## src/rtl/upe_pkg.sv

```systemverilog
`default_nettype none

package upe_pkg;

   localparam int unsigned QUEUE_DEPTH = 4;
   localparam int unsigned TOKENS_MAX = 4;
   localparam int unsigned HELD_MAX = 3;
   localparam int unsigned CSR_ADDR_W = 5;
   localparam int unsigned CSR_DATA_W = 64;

   localparam logic [1:0] REG_ALLOW_MULTIBYTE = 2'd0;
   localparam logic [1:0] REG_EXTRA_LOW = 2'd1;
   localparam logic [1:0] REG_EXTRA_HIGH = 2'd2;

   localparam logic [7:0] CHAR_PERCENT = 8'h25;
   localparam logic [7:0] CHAR_DASH = 8'h2d;
   localparam logic [7:0] CHAR_DOT = 8'h2e;
   localparam logic [7:0] CHAR_UNDERSCORE = 8'h5f;
   localparam logic [7:0] CHAR_TILDE = 8'h7e;
   localparam logic [7:0] CHAR_ZERO = 8'h30;
   localparam logic [7:0] CHAR_UPPER_A = 8'h41;

   typedef struct packed {
      logic [7:0] in_byte;
      logic       in_last;
   } req_payload_type;

   typedef struct packed {
      logic [7:0] out_byte;
      logic       run_end;
      logic       string_end;
   } rsp_payload_type;

   typedef struct packed {
      logic [7:0] tok_byte;
      logic       escape;
      logic       run_end;
      logic       string_end;
   } token_type;

   typedef struct packed {
      logic        allow_multibyte;
      logic [63:0] extra_allowed_low;
      logic [63:0] extra_allowed_high;
   } cfg_type;

   function automatic logic [2:0] lead_length(input logic [7:0] b);
      logic [2:0] len;
      len = 3'd1;
      if (b >= 8'hc2 && b <= 8'hdf) len = 3'd2;
      else if (b >= 8'he0 && b <= 8'hef) len = 3'd3;
      else if (b >= 8'hf0 && b <= 8'hf4) len = 3'd4;
      return len;
   endfunction

   function automatic logic next_ok(input logic [7:0] lead, input logic [1:0] pos,
                                    input logic [7:0] b);
      logic [7:0] lo;
      logic [7:0] hi;
      lo = 8'h80;
      hi = 8'hbf;
      if (pos == 2'd1) begin
         if (lead == 8'he0) lo = 8'ha0;
         else if (lead == 8'hed) hi = 8'h9f;
         else if (lead == 8'hf0) lo = 8'h90;
         else if (lead == 8'hf4) hi = 8'h8f;
      end
      return (b >= lo) && (b <= hi);
   endfunction

   function automatic logic ascii_passes(input logic [7:0] b, input logic [63:0] mask_low,
                                         input logic [63:0] mask_high);
      logic pass;
      pass = 1'b0;
      if ((b >= 8'h30 && b <= 8'h39) || (b >= 8'h41 && b <= 8'h5a) ||
          (b >= 8'h61 && b <= 8'h7a) || b == CHAR_DASH || b == CHAR_DOT ||
          b == CHAR_UNDERSCORE || b == CHAR_TILDE) begin
         pass = 1'b1;
      end else if (!b[7]) begin
         pass = b[6] ? mask_high[b[5:0]] : mask_low[b[5:0]];
      end
      return pass;
   endfunction

   function automatic logic [7:0] hex_digit(input logic [3:0] nibble);
      logic [7:0] digit;
      if (nibble < 4'd10) digit = CHAR_ZERO + {4'd0, nibble};
      else digit = CHAR_UPPER_A + {4'd0, nibble} - 8'd10;
      return digit;
   endfunction

endpackage

`default_nettype wire

```

## src/rtl/uri_percent_encoder.sv

```systemverilog
// Percent-encoder for URI text, one string byte per request with a flag on the last
// byte. The front stage classifies each byte, tracks pending UTF-8 sequences and turns
// a request into up to four tokens (raw or escaped byte) at one token per cycle while
// the token queue has room; the queue feeds the back stage, which drives one result byte
// per cycle while results are popped. A raw byte yields one result byte and an escaped
// byte three (a percent sign and two hex digits), so the single-byte result port sets
// the pace. A request that only holds a byte produces no result. Registers sit
// at byte addresses 0, 8 and 16 of the 64-bit configuration port.
`default_nettype none

module uri_percent_encoder #(
   parameter int unsigned QueueDepth = upe_pkg::QUEUE_DEPTH
) (
   input  wire                                  clock,
   input  wire                                  reset,
   input  wire                                  req_push,
   input  upe_pkg::req_payload_type             req_payload,
   output logic                                 req_full,
   output logic                                 rsp_empty,
   input  wire                                  rsp_pop,
   output upe_pkg::rsp_payload_type             rsp_payload,
   input  wire                                  csr_psel,
   input  wire                                  csr_penable,
   input  wire                                  csr_pwrite,
   input  wire [upe_pkg::CSR_ADDR_W-1:0]        csr_paddr,
   input  wire [upe_pkg::CSR_DATA_W-1:0]        csr_pwdata,
   output logic [upe_pkg::CSR_DATA_W-1:0]       csr_prdata,
   output logic                                 csr_pready
);

   logic        allow_ff, allow_in;
   logic [63:0] low_ff, low_in;
   logic [63:0] high_ff, high_in;
   logic [1:0]  reg_index;
   logic        csr_write;
   upe_pkg::cfg_type cfg;

   logic q_push, q_full, q_pop, q_empty;
   upe_pkg::token_type q_wdata, q_rdata;

   assign csr_pready = 1'b1;
   assign reg_index = csr_paddr[4:3];
   assign csr_write = csr_psel && csr_penable && csr_pwrite && csr_pready;

   always_comb begin
      allow_in = allow_ff;
      low_in = low_ff;
      high_in = high_ff;
      csr_prdata = '0;
      unique case (reg_index)
         upe_pkg::REG_ALLOW_MULTIBYTE: begin
            csr_prdata = {63'd0, allow_ff};
            if (csr_write) allow_in = csr_pwdata[0];
         end
         upe_pkg::REG_EXTRA_LOW: begin
            csr_prdata = low_ff;
            if (csr_write) low_in = csr_pwdata;
         end
         upe_pkg::REG_EXTRA_HIGH: begin
            csr_prdata = high_ff;
            if (csr_write) high_in = csr_pwdata;
         end
         default: begin
            csr_prdata = '0;
         end
      endcase
   end

   always_ff @(posedge clock) begin
      if (reset) begin
         allow_ff <= 1'b0;
         low_ff <= '0;
         high_ff <= '0;
      end else begin
         allow_ff <= allow_in;
         low_ff <= low_in;
         high_ff <= high_in;
      end
   end

   assign cfg.allow_multibyte = allow_ff;
   assign cfg.extra_allowed_low = low_ff;
   assign cfg.extra_allowed_high = high_ff;

   upe_front u_front (
      .clock       (clock),
      .reset       (reset),
      .cfg         (cfg),
      .req_push    (req_push),
      .req_payload (req_payload),
      .req_full    (req_full),
      .tok_push    (q_push),
      .tok_data    (q_wdata),
      .tok_full    (q_full)
   );

   upe_queue #(
      .Depth (QueueDepth)
   ) u_queue (
      .clock     (clock),
      .reset     (reset),
      .push      (q_push),
      .push_data (q_wdata),
      .full      (q_full),
      .pop       (q_pop),
      .pop_data  (q_rdata),
      .empty     (q_empty)
   );

   upe_back u_back (
      .clock       (clock),
      .reset       (reset),
      .tok_data    (q_rdata),
      .tok_empty   (q_empty),
      .tok_pop     (q_pop),
      .rsp_empty   (rsp_empty),
      .rsp_pop     (rsp_pop),
      .rsp_payload (rsp_payload)
   );

`ifndef ASSERT_OFF
   a_no_push_when_full: assert property (@(posedge clock) disable iff (reset)
      q_push |-> !q_full) else $error("token pushed into full queue");

   a_no_pop_when_empty: assert property (@(posedge clock) disable iff (reset)
      q_pop |-> !q_empty) else $error("token popped from empty queue");

   a_empty_after_reset: assert property (@(posedge clock)
      $past(reset) |-> rsp_empty) else $error("result pending right after reset");

   a_token_needs_result: assert property (@(posedge clock) disable iff (reset)
      q_pop |=> !rsp_empty) else $error("token retired without a result");
`endif

endmodule

`default_nettype wire

```

## src/rtl/upe_queue.sv

```systemverilog
`default_nettype none

module upe_queue #(
   parameter int unsigned Depth = upe_pkg::QUEUE_DEPTH
) (
   input  wire                 clock,
   input  wire                 reset,
   input  wire                 push,
   input  upe_pkg::token_type  push_data,
   output logic                full,
   input  wire                 pop,
   output upe_pkg::token_type  pop_data,
   output logic                empty
);

   localparam int unsigned PtrW = (Depth > 1) ? $clog2(Depth) : 1;
   localparam int unsigned CntW = $clog2(Depth + 1);

   upe_pkg::token_type mem_ff [Depth];
   logic [PtrW-1:0] wr_ptr_ff, wr_ptr_in;
   logic [PtrW-1:0] rd_ptr_ff, rd_ptr_in;
   logic [CntW-1:0] count_ff, count_in;

   assign full = (count_ff == CntW'(Depth));
   assign empty = (count_ff == '0);
   assign pop_data = mem_ff[rd_ptr_ff];

   always_comb begin
      wr_ptr_in = wr_ptr_ff;
      rd_ptr_in = rd_ptr_ff;
      count_in = count_ff;
      if (push) begin
         wr_ptr_in = (wr_ptr_ff == PtrW'(Depth - 1)) ? '0 : wr_ptr_ff + PtrW'(1);
      end
      if (pop) begin
         rd_ptr_in = (rd_ptr_ff == PtrW'(Depth - 1)) ? '0 : rd_ptr_ff + PtrW'(1);
      end
      if (push && !pop) count_in = count_ff + CntW'(1);
      else if (pop && !push) count_in = count_ff - CntW'(1);
   end

   always_ff @(posedge clock) begin
      if (push) begin
         mem_ff[wr_ptr_ff] <= push_data;
      end
   end

   always_ff @(posedge clock) begin
      if (reset) begin
         wr_ptr_ff <= '0;
         rd_ptr_ff <= '0;
         count_ff <= '0;
      end else begin
         wr_ptr_ff <= wr_ptr_in;
         rd_ptr_ff <= rd_ptr_in;
         count_ff <= count_in;
      end
   end

endmodule

`default_nettype wire

```

## src/rtl/upe_front.sv

```systemverilog
`default_nettype none

module upe_front (
   input  wire                      clock,
   input  wire                      reset,
   input  upe_pkg::cfg_type         cfg,
   input  wire                      req_push,
   input  upe_pkg::req_payload_type req_payload,
   output logic                     req_full,
   output logic                     tok_push,
   output upe_pkg::token_type       tok_data,
   input  wire                      tok_full
);

   upe_pkg::token_type tok_ff [upe_pkg::TOKENS_MAX];
   upe_pkg::token_type tok_in [upe_pkg::TOKENS_MAX];
   upe_pkg::token_type tk [upe_pkg::TOKENS_MAX];
   logic [2:0] left_ff, left_in;
   logic [7:0] held_ff [upe_pkg::HELD_MAX];
   logic [7:0] held_in [upe_pkg::HELD_MAX];
   logic [7:0] nh [upe_pkg::HELD_MAX];
   logic [1:0] cnt_ff, cnt_in, nc;
   logic [2:0] len_ff, len_in, nl;
   logic [2:0] nt;
   logic [2:0] ln;
   logic       handled;
   logic       accept;
   logic [7:0] b;
   logic       last;

   assign b = req_payload.in_byte;
   assign last = req_payload.in_last;
   assign req_full = (left_ff > 3'd1) || ((left_ff == 3'd1) && tok_full);
   assign accept = req_push && !req_full;
   assign tok_push = (left_ff != 3'd0) && !tok_full;
   assign tok_data = tok_ff[0];

   // classify the request and build its token list
   always_comb begin
      for (int j = 0; j < upe_pkg::TOKENS_MAX; j++) tk[j] = '0;
      for (int j = 0; j < upe_pkg::HELD_MAX; j++) nh[j] = held_ff[j];
      nt = 3'd0;
      nc = cnt_ff;
      nl = len_ff;
      handled = 1'b0;
      ln = upe_pkg::lead_length(b);
      if (cnt_ff != 2'd0) begin
         if (upe_pkg::next_ok(held_ff[0], cnt_ff, b)) begin
            handled = 1'b1;
            if ({1'b0, cnt_ff} + 3'd1 >= len_ff) begin
               for (int i = 0; i < upe_pkg::HELD_MAX; i++) begin
                  if (2'(i) < cnt_ff) begin
                     tk[nt[1:0]].tok_byte = held_ff[i];
                     nt = nt + 3'd1;
                  end
               end
               tk[nt[1:0]].tok_byte = b;
               nt = nt + 3'd1;
               nc = 2'd0;
               nl = 3'd0;
            end else begin
               nh[cnt_ff] = b;
               nc = cnt_ff + 2'd1;
            end
         end else begin
            for (int i = 0; i < upe_pkg::HELD_MAX; i++) begin
               if (2'(i) < cnt_ff) begin
                  tk[nt[1:0]].tok_byte = held_ff[i];
                  tk[nt[1:0]].escape = 1'b1;
                  nt = nt + 3'd1;
               end
            end
            nc = 2'd0;
            nl = 3'd0;
         end
      end
      if (!handled) begin
         if (cfg.allow_multibyte && ln >= 3'd2) begin
            nh[0] = b;
            nc = 2'd1;
            nl = ln;
         end else begin
            tk[nt[1:0]].tok_byte = b;
            tk[nt[1:0]].escape = !upe_pkg::ascii_passes(b, cfg.extra_allowed_low,
                                                         cfg.extra_allowed_high);
            nt = nt + 3'd1;
         end
      end
      // string ends mid-sequence
      if (last && nc != 2'd0) begin
         for (int i = 0; i < upe_pkg::HELD_MAX; i++) begin
            if (2'(i) < nc) begin
               tk[nt[1:0]].tok_byte = nh[i];
               tk[nt[1:0]].escape = 1'b1;
               nt = nt + 3'd1;
            end
         end
         nc = 2'd0;
         nl = 3'd0;
      end
      for (int j = 0; j < upe_pkg::TOKENS_MAX; j++) begin
         tk[j].run_end = (3'(j) + 3'd1 == nt);
         tk[j].string_end = (3'(j) + 3'd1 == nt) && last;
      end
   end

   always_comb begin
      for (int j = 0; j < upe_pkg::TOKENS_MAX; j++) tok_in[j] = tok_ff[j];
      for (int j = 0; j < upe_pkg::HELD_MAX; j++) held_in[j] = held_ff[j];
      left_in = left_ff;
      cnt_in = cnt_ff;
      len_in = len_ff;
      if (accept) begin
         for (int j = 0; j < upe_pkg::TOKENS_MAX; j++) tok_in[j] = tk[j];
         for (int j = 0; j < upe_pkg::HELD_MAX; j++) held_in[j] = nh[j];
         left_in = nt;
         cnt_in = nc;
         len_in = nl;
      end else if (tok_push) begin
         for (int j = 0; j < upe_pkg::TOKENS_MAX - 1; j++) tok_in[j] = tok_ff[j + 1];
         left_in = left_ff - 3'd1;
      end
   end

   always_ff @(posedge clock) begin
      for (int j = 0; j < upe_pkg::TOKENS_MAX; j++) tok_ff[j] <= tok_in[j];
      for (int j = 0; j < upe_pkg::HELD_MAX; j++) held_ff[j] <= held_in[j];
   end

   always_ff @(posedge clock) begin
      if (reset) begin
         left_ff <= 3'd0;
         cnt_ff <= 2'd0;
         len_ff <= 3'd0;
      end else begin
         left_ff <= left_in;
         cnt_ff <= cnt_in;
         len_ff <= len_in;
      end
   end

endmodule

`default_nettype wire

```

## src/rtl/upe_back.sv

```systemverilog
`default_nettype none

module upe_back (
   input  wire                      clock,
   input  wire                      reset,
   input  upe_pkg::token_type       tok_data,
   input  wire                      tok_empty,
   output logic                     tok_pop,
   output logic                     rsp_empty,
   input  wire                      rsp_pop,
   output upe_pkg::rsp_payload_type rsp_payload
);

   typedef enum logic [2:0] {
      ST_FIRST = 3'b001,
      ST_HI    = 3'b010,
      ST_LO    = 3'b100
   } phase_type;

   phase_type phase_ff, phase_in;
   logic valid_ff, valid_in;
   upe_pkg::rsp_payload_type out_ff, out_in;
   logic load;
   logic final_byte;
   logic [7:0] next_byte;

   assign load = !tok_empty && (!valid_ff || rsp_pop);
   assign tok_pop = load && final_byte;
   assign rsp_empty = !valid_ff;
   assign rsp_payload = out_ff;

   always_comb begin
      next_byte = tok_data.tok_byte;
      final_byte = 1'b1;
      phase_in = phase_ff;
      if (tok_data.escape) begin
         unique case (phase_ff)
            ST_FIRST: begin
               next_byte = upe_pkg::CHAR_PERCENT;
               final_byte = 1'b0;
               phase_in = ST_HI;
            end
            ST_HI: begin
               next_byte = upe_pkg::hex_digit(tok_data.tok_byte[7:4]);
               final_byte = 1'b0;
               phase_in = ST_LO;
            end
            ST_LO: begin
               next_byte = upe_pkg::hex_digit(tok_data.tok_byte[3:0]);
               phase_in = ST_FIRST;
            end
            default: begin
               phase_in = ST_FIRST;
            end
         endcase
      end
      if (!load) phase_in = phase_ff;
   end

   always_comb begin
      out_in = out_ff;
      valid_in = valid_ff;
      if (load) begin
         out_in.out_byte = next_byte;
         out_in.run_end = tok_data.run_end && final_byte;
         out_in.string_end = tok_data.string_end && final_byte;
         valid_in = 1'b1;
      end else if (rsp_pop) begin
         valid_in = 1'b0;
      end
   end

   always_ff @(posedge clock) begin
      out_ff <= out_in;
   end

   always_ff @(posedge clock) begin
      if (reset) begin
         phase_ff <= ST_FIRST;
         valid_ff <= 1'b0;
      end else begin
         phase_ff <= phase_in;
         valid_ff <= valid_in;
      end
   end

endmodule

`default_nettype wire

```

## config.mk

```make
export PLATFORM = sky130hd
export DESIGN_NAME = uri_percent_encoder
export DESIGN_NICKNAME = d
export VERILOG_FILES = /design/src/rtl/upe_pkg.sv /design/src/rtl/uri_percent_encoder.sv /design/src/rtl/upe_queue.sv /design/src/rtl/upe_front.sv /design/src/rtl/upe_back.sv
export SDC_FILE = /design/constraint.sdc
export NUM_CORES = 1
export LEC_CHECK = 0
export ABC_AREA = 1
export CORE_UTILIZATION = 38
export DETAILED_ROUTE_END_ITERATION = 6
export DONT_BUFFER_PORTS = 1
export GPL_ROUTABILITY_DRIVEN = 1
export PLACE_DENSITY = 0.61
export SKIP_LAST_GASP = 1
export SYNTH_ARGS = -nofsm -noshare
export SYNTH_HDL_FRONTEND = slang
export SYNTH_SLANG_ARGS = --single-unit
```

## constraint.sdc

```tcl
create_clock -name clock -period 6.15 [get_ports clock]
set_input_delay 0 -clock clock [delete_from_list [all_inputs] [get_ports clock]]
set_output_delay 0 -clock clock [all_outputs]
set_load 0.1 [all_outputs]
```

=== Yosys cells after proc, flatten, opt, wreduce, memory -nomap -nowiden ===
Memory sizes are Yosys's and may differ from the RTL's. A register that Yosys moved wholly into a read port is not among the register bits.
Cells that the tools add are included.

* Register bits after elaboration: 158
* RAM bits: 112
* Memories kept: 3

* $add $sub $neg: 22
* $lt $le $gt $ge: 46
* Equality and inequality tests: 22
* Mux-type cells: 173
* Bitwise operators: 10
* Reductions and logical operators: 62

{| class="wikitable"
|+ Memory list
! name !! words !! bits a word !! read ports !! clocked after memory_dff !! write ports !! line !! RTL
|-
| u_front.tok_ff || 4 || 11 || 4 || 0 || 4 || upe_front.sv:15 || <nowiki>upe_pkg::token_type tok_ff [upe_pkg::TOKENS_MAX];</nowiki>
|-
| u_queue.mem_ff || 4 || 11 || 1 || 1 || 1 || upe_queue.sv:19 || <nowiki>upe_pkg::token_type mem_ff [Depth];</nowiki>
|-
| u_front.held_ff || 3 || 8 || 3 || 0 || 3 || upe_front.sv:19 || <nowiki>logic [7:0] held_ff [upe_pkg::HELD_MAX];</nowiki>
|}

{| class="wikitable"
|+ Operator list
! kind !! count
|-
| $mux 44 || 23
|-
| $bwmux 44 || 15
|-
| $demux 11 s2 || 15
|-
| $pmux 64 s3 || 1
|-
| $mux 8 || 19
|-
| $mux 3 || 47
|-
| $mux 11 || 10
|-
| $mux 24 || 4
|-
| $mux 33 || 2
|-
| $logic_and 1x1->1 || 34
|-
| $eq 8x8->1 const B || 4
|-
| $add 3x1->3 const B || 10
|-
| $ge 3x3->1 const B || 10
|-
| $lt 3x1->1 const B || 10
|-
| $not 2->3 || 10
|-
| $mux 9 || 3
|-
| $bwmux 24 || 1
|-
| $ge 8x8->1 const B || 3
|-
| $le 8x8->1 const B || 3
|-
| $pmux 8 s3 || 1
|-
| $mux 2 || 10
|-
| $add 7x4->8 const A || 2
|-
| $demux 8 s2 || 1
|-
| $eq 8x6->1 const B || 2
|-
| other kinds (40) || 95
|}

=== Depth between registers and ports, before layout ===
An unclocked memory read counts as a cell.

* Word-level depth: 48
* Mapped depth: 33

=== Hierarchy ===
Synthesis repeated with hierarchy kept, for this count alone.

* Cell total of the unflattened synthesis: 2365
* Area, all modules: 16879.9 µm²

{| class="wikitable"
|+ By module, submodules not included
! module !! times used !! cells an instance !! area an instance (µm²) !! seq. area each (µm²)
|-
| upe_front || 1 || 1090 || 7722.4 || 2202.1
|-
| uri_percent_encoder || 1 || 986 || 6164.7 || 2582.5
|-
| upe_queue || 1 || 166 || 2099.5 || 1501.4
|-
| upe_back || 1 || 123 || 893.4 || 380.4
|}

=== Least setup slack after synthesis ===
Ideal clock, no wire load.

* Path type: reg2reg
* Start point: reg u_front.cnt_ff[1]
* End point: mem u_front.tok_ff[3][6] in the netlist's numbering, data pin
* Library setup time: 263 ps
* Data arrival time: 4369 ps
* Path slack: 1518 ps
* Cell stages (with the launch flop): 28
* Period minus slack after synthesis: 4632 ps
* Path through: dfxtp_1 -> clkbuf_1 -> clkbuf_1 -> inv_1 -> ha_1 -> nand2_1 -> a21oi_1 -> ha_1 -> nand2_1 -> a21oi_2 -> nand2_4 -> a21oi_1 -> nand2_1 -> nand2_1 -> inv_1 -> ha_1 -> nand3_1 -> nand3_2 -> inv_1 -> ha_1 -> o21bai_2 -> nand2_4 -> nand2_4 -> buf_2 -> o211ai_1 -> o21ai_0 -> o21ai_0 -> o21ai_0

{| class="wikitable"
|+ RTL lines
! what !! line !! RTL
|-
| start, declared || upe_front.sv:22 || <nowiki>logic [1:0] cnt_ff, cnt_in, nc;</nowiki>
|-
| start signal, assigned || upe_front.sv:137 || <nowiki>cnt_ff <= cnt_in;</nowiki>
|-
| end, declared || upe_front.sv:15 ||
|}

==> qor.yml <==
outcome:
  status: "complete, no violations"
sta:
  fin_ws_ns: 1.091
  drv_slew: 0
  fmax_mhz: 197.7
  finalCritPeriodShare_pct: 82.26
  finalClockSkew_ns: 0.01861
  hold_violations: 0
  tightest_slew_ns: 1.199
  rsz0062_at_grt: "no"
  setup_viol: 0
  tns_ns: 0
  max-slew-margin-rel_pct: 20.28
  period_needed_ns: 5.059
route:
  vias_per_cell: 5.784
  drc: 0
  postRouteAntennaNets: 0
  drtPass1Iterations: 6
  vias: 14895
  drtIter0Drc: 1610
  drt-total-wl_um: 53540
  wl_per_cell_um: 20.79
die:
  num_rows: 73
  die_x_um: 202.9
  die_h_um: 202.9
  initial_core_util_pct: 38.58
  die-area_um2: 41150
  pin_count: 162
  core_area_um2: 39730
layout:
  area_growth_pct: 18.27
  drive_gt1_share_pct: 9.819
  final_nets: 2141
placement:
  finalWeightedCongestion: 0.9863
  dp_hpwl_um: 36460
  io_buffer_count: 0
  place_ws_ns: 1.214
critical_path:
  required_ns: 6.50
  crit_path_start: "u_front.cnt_ff[0]$_SDFFE_PP0P_"
  cp.arrival_ns: 5.41
  crit_path_end: "u_front.tok_ff[1][2]$_DFFE_PP_"
  cp-end-kind: "register"
  path_max_fanout: 9
  reg2reg_depth: 23
  r2r-start: "u_front.cnt_ff[0]$_SDFFE_PP0P_"
  r2r_slack_ns: 1.09
  startpoint_type: "register"
  critical_path_class: "register to register"
  regToRegEndpoint: "u_front.tok_ff[1][2]$_DFFE_PP_"
logic_synthesis:
  syn-num-nets: 2104
  ys.flop_type: "dfxtp_1"
  synthCells: 1986
  synth_cell_types: 64
  synthArstFlopShare_pct: 0
  synth_top_family_by_area: "compound AO/OA/AOI/OAI gates"
  synthXorXnorAreaFrac_pct: 0.4081
  synthMuxAreaShare_pct: 0
  synth_compound_area_share_pct: 27.09
  synthSimpleGateAreaFrac_pct: 16.80
  synth_edf_count: 122
  ys_ff_latch: 272
  synth_warnings: 0
  ys_seq_area_share_pct: 43.49
  synth-adder-area-share_pct: 2.742
  netlist_area_um2: 15330
  synth.avg_cell_area_um2: 7.719
clock_network:
  cts_max_level: 1
  clkTransAtPathRegs_ns: 0.06
  numCtsBuffers: 30
  clkLatencyLatePin_ns: 0.60
  clk_path_buf_depth: 3
  ctsResizeCount: 0
  cts_sinks: 272
  cts_root_buf: "clkbuf_16"
  cts_tree: "done"
power_and_ir_drop:
  power_density_nw_per_um2: 443.0
  leakage_nw: 7.049
  vdd_drop_max_mv: 0.2519
run:
  max_cap_violations: 0
grt:
  grt_pass1_vias: 14088
  grt_use_met1_pct: 34.13
  grt-ovfl-total: 0
  grt_pass1_wl_um: 82450
  grt_use_met3_pct: 5.586
  top_usage_layer: "met2"
  antenna_found_initial: 2
  grt_max_degree: 104
  grt.met2_usage_pct: 40.85
  track_usage_pct: 25.52
hold_path:
  hold_class: "primary input to register"
  min_from: "req_payload[7]"
==> cell families after synthesis <==
kind of cell               Yosys count
AOI/OAI and AO/OA                  718
DFF                                272
adders and majority gates           33
other                                1
buffers and inverters              372
xor gates and xnor gates             5
and+or+nand+nor                    585
==> final cells by class <==
| cell class | count | area (um2) |
|---|---|---|
| fillers | 3911 | 21600 |
| multi-input cells | 1342 | 7516 |
| flip-flops and latches | 272 | 6666 |
| repair buffers | 125 | 1164 |
| inverters | 252 | 950.9 |
| clock buffers | 36 | 837.1 |
| well taps | 525 | 656.9 |
| clock inverters | 20 | 331.6 |
| diodes | 3 | 7.507 |
==> registers in the layout, indices dropped and copies added (netlist names), named ones only <==
signal / count
allow_ff: 1
high_ff: 64
low_ff: 64
u_back.phase_ff: 3
u_back.rsp_payload: 10
u_back.valid_ff: 1
u_front.cnt_ff: 2
u_front.held_ff: 24
u_front.left_ff: 3
u_front.len_ff: 3
u_front.tok_ff: 44
u_queue.count_ff: 3
u_queue.mem_ff: 44
u_queue.rd_ptr_ff: 2
u_queue.wr_ptr_ff: 2
==> through the flow <==
step | power (mW) | util [%] | hold WS [ns] | instance area [um2] | instances
2_1_floorplan | 4.959 | - | 0.1349 | 15330 | 1986
3_3_place_gp | 5.771 | 40.40 | 0.07489 | 16050 | 2426
3_5_place_dp | 5.840 | 40.40 | 0.07473 | 16050 | 2426
4_1_cts | 8.014 | 45.61 | 0.005041 | 18120 | 2572
5_1_grt | 8.471 | 45.62 | 0.02532 | 18120 | 2573
6_report | 8.031 | 45.63 | 0.003895 | 18130 | 2575
==> per-layer routing <==
layer  up-vias  routed length (um)
li1       6963                   -
met1      7121               22520
met2       705               24510
met3       106                4939
met4         0                1563
met5         -                   0
==> power breakdown <==
group | leakage (nW) | internal, mW | switching (mW) | total (mW)
registers | 2.38 | 2.50 | 0.477 | 2.98
logic | 4.11 | 0.837 | 2.12 | 2.95
clock network | 0.560 | 1.31 | 0.793 | 2.10
==> layout by cell type (no fill, tap or decap), types with 10 or more instances in the layout <==
cell type,netlist,routed
a21boi_1,10,10
a21oi_1,170,170
a22o_1,17,17
a22oi_1,13,13
a32oi_1,16,16
buf_4,4,35
clkbuf_16,0,32
dfxtp_1,150,150
dlygate4sd3_1,0,90
edfxtp_1,122,122
ha_1,32,32
inv_1,237,234
inv_2,9,11
nand2_1,287,287
nand2_2,11,11
nand3_1,58,58
nand4_1,19,19
nor2_1,163,161
o211ai_1,31,31
o21ai_0,303,302
o21ai_1,11,11
o221ai_1,11,10
o22ai_1,97,52
o22ai_2,0,45
or2_2,10,10
==> synth_stat cells (all sizes together) (16+ instances only) <==
library cell / number / share of area [%]
a22o: 17 / 0.97
o211ai: 31 / 1.5
nor2: 170 / 4.4
o22ai: 97 / 4.0
ha: 32 / 2.6
inv: 247 / 6.1
buf: 27 / 0.98
dfxtp: 150 / 20
nand4: 21 / 1.0
nand2: 304 / 7.9
nand3: 66 / 2.6
edfxtp: 122 / 24
o21ai: 314 / 10
clkbuf: 93 / 2.3
a32oi: 16 / 0.91
a21oi: 172 / 5.7
==> worst max-delay path, cell delays in order (launching register included) <==
cell	delay (ns)
dfxtp_1	0.54
ha_1	0.42
nand3_1	0.14
ha_1	0.33
nand2_1	0.08
nor2_1	0.05
nand3_1	0.11
nand3_4	0.14
a21oi_1	0.30
nand2_1	0.12
nand2_1	0.14
inv_1	0.07
ha_1	0.30
nand3_1	0.10
nand3_2	0.18
inv_1	0.17
ha_1	0.25
o21bai_2	0.23
nand3_2	0.10
inv_1	0.07
o31ai_1	0.19
nand2_1	0.35
a21oi_1	0.34
a21oi_1	0.06
==> repair_timing <==
item | 4_1_cts | 5_1_grt
buffers inserted | 0 | 0
hold buffers | 90 | 0
hold endpoints to repair | 196 | 0
setup endpoints to repair | 0 | 0
==> how the worst min path moves through the flow <==
stage	endpoint	slack [ns]	cells after the start
after floorplan	high_ff[13]$_SDFFE_PP0P_	0.13	2
after global placement	u_front.left_ff[0]$_SDFFE_PP0P_	0.07	1
after detailed placement	u_front.left_ff[0]$_SDFFE_PP0P_	0.07	1
after CTS	u_front.tok_ff[1][8]$_DFFE_PP_	0.005	4
after global routing	u_front.tok_ff[1][9]$_DFFE_PP_	0.03	4
final	u_front.tok_ff[1][9]$_DFFE_PP_	0.004	4
(Power assumes the default switching activity.)
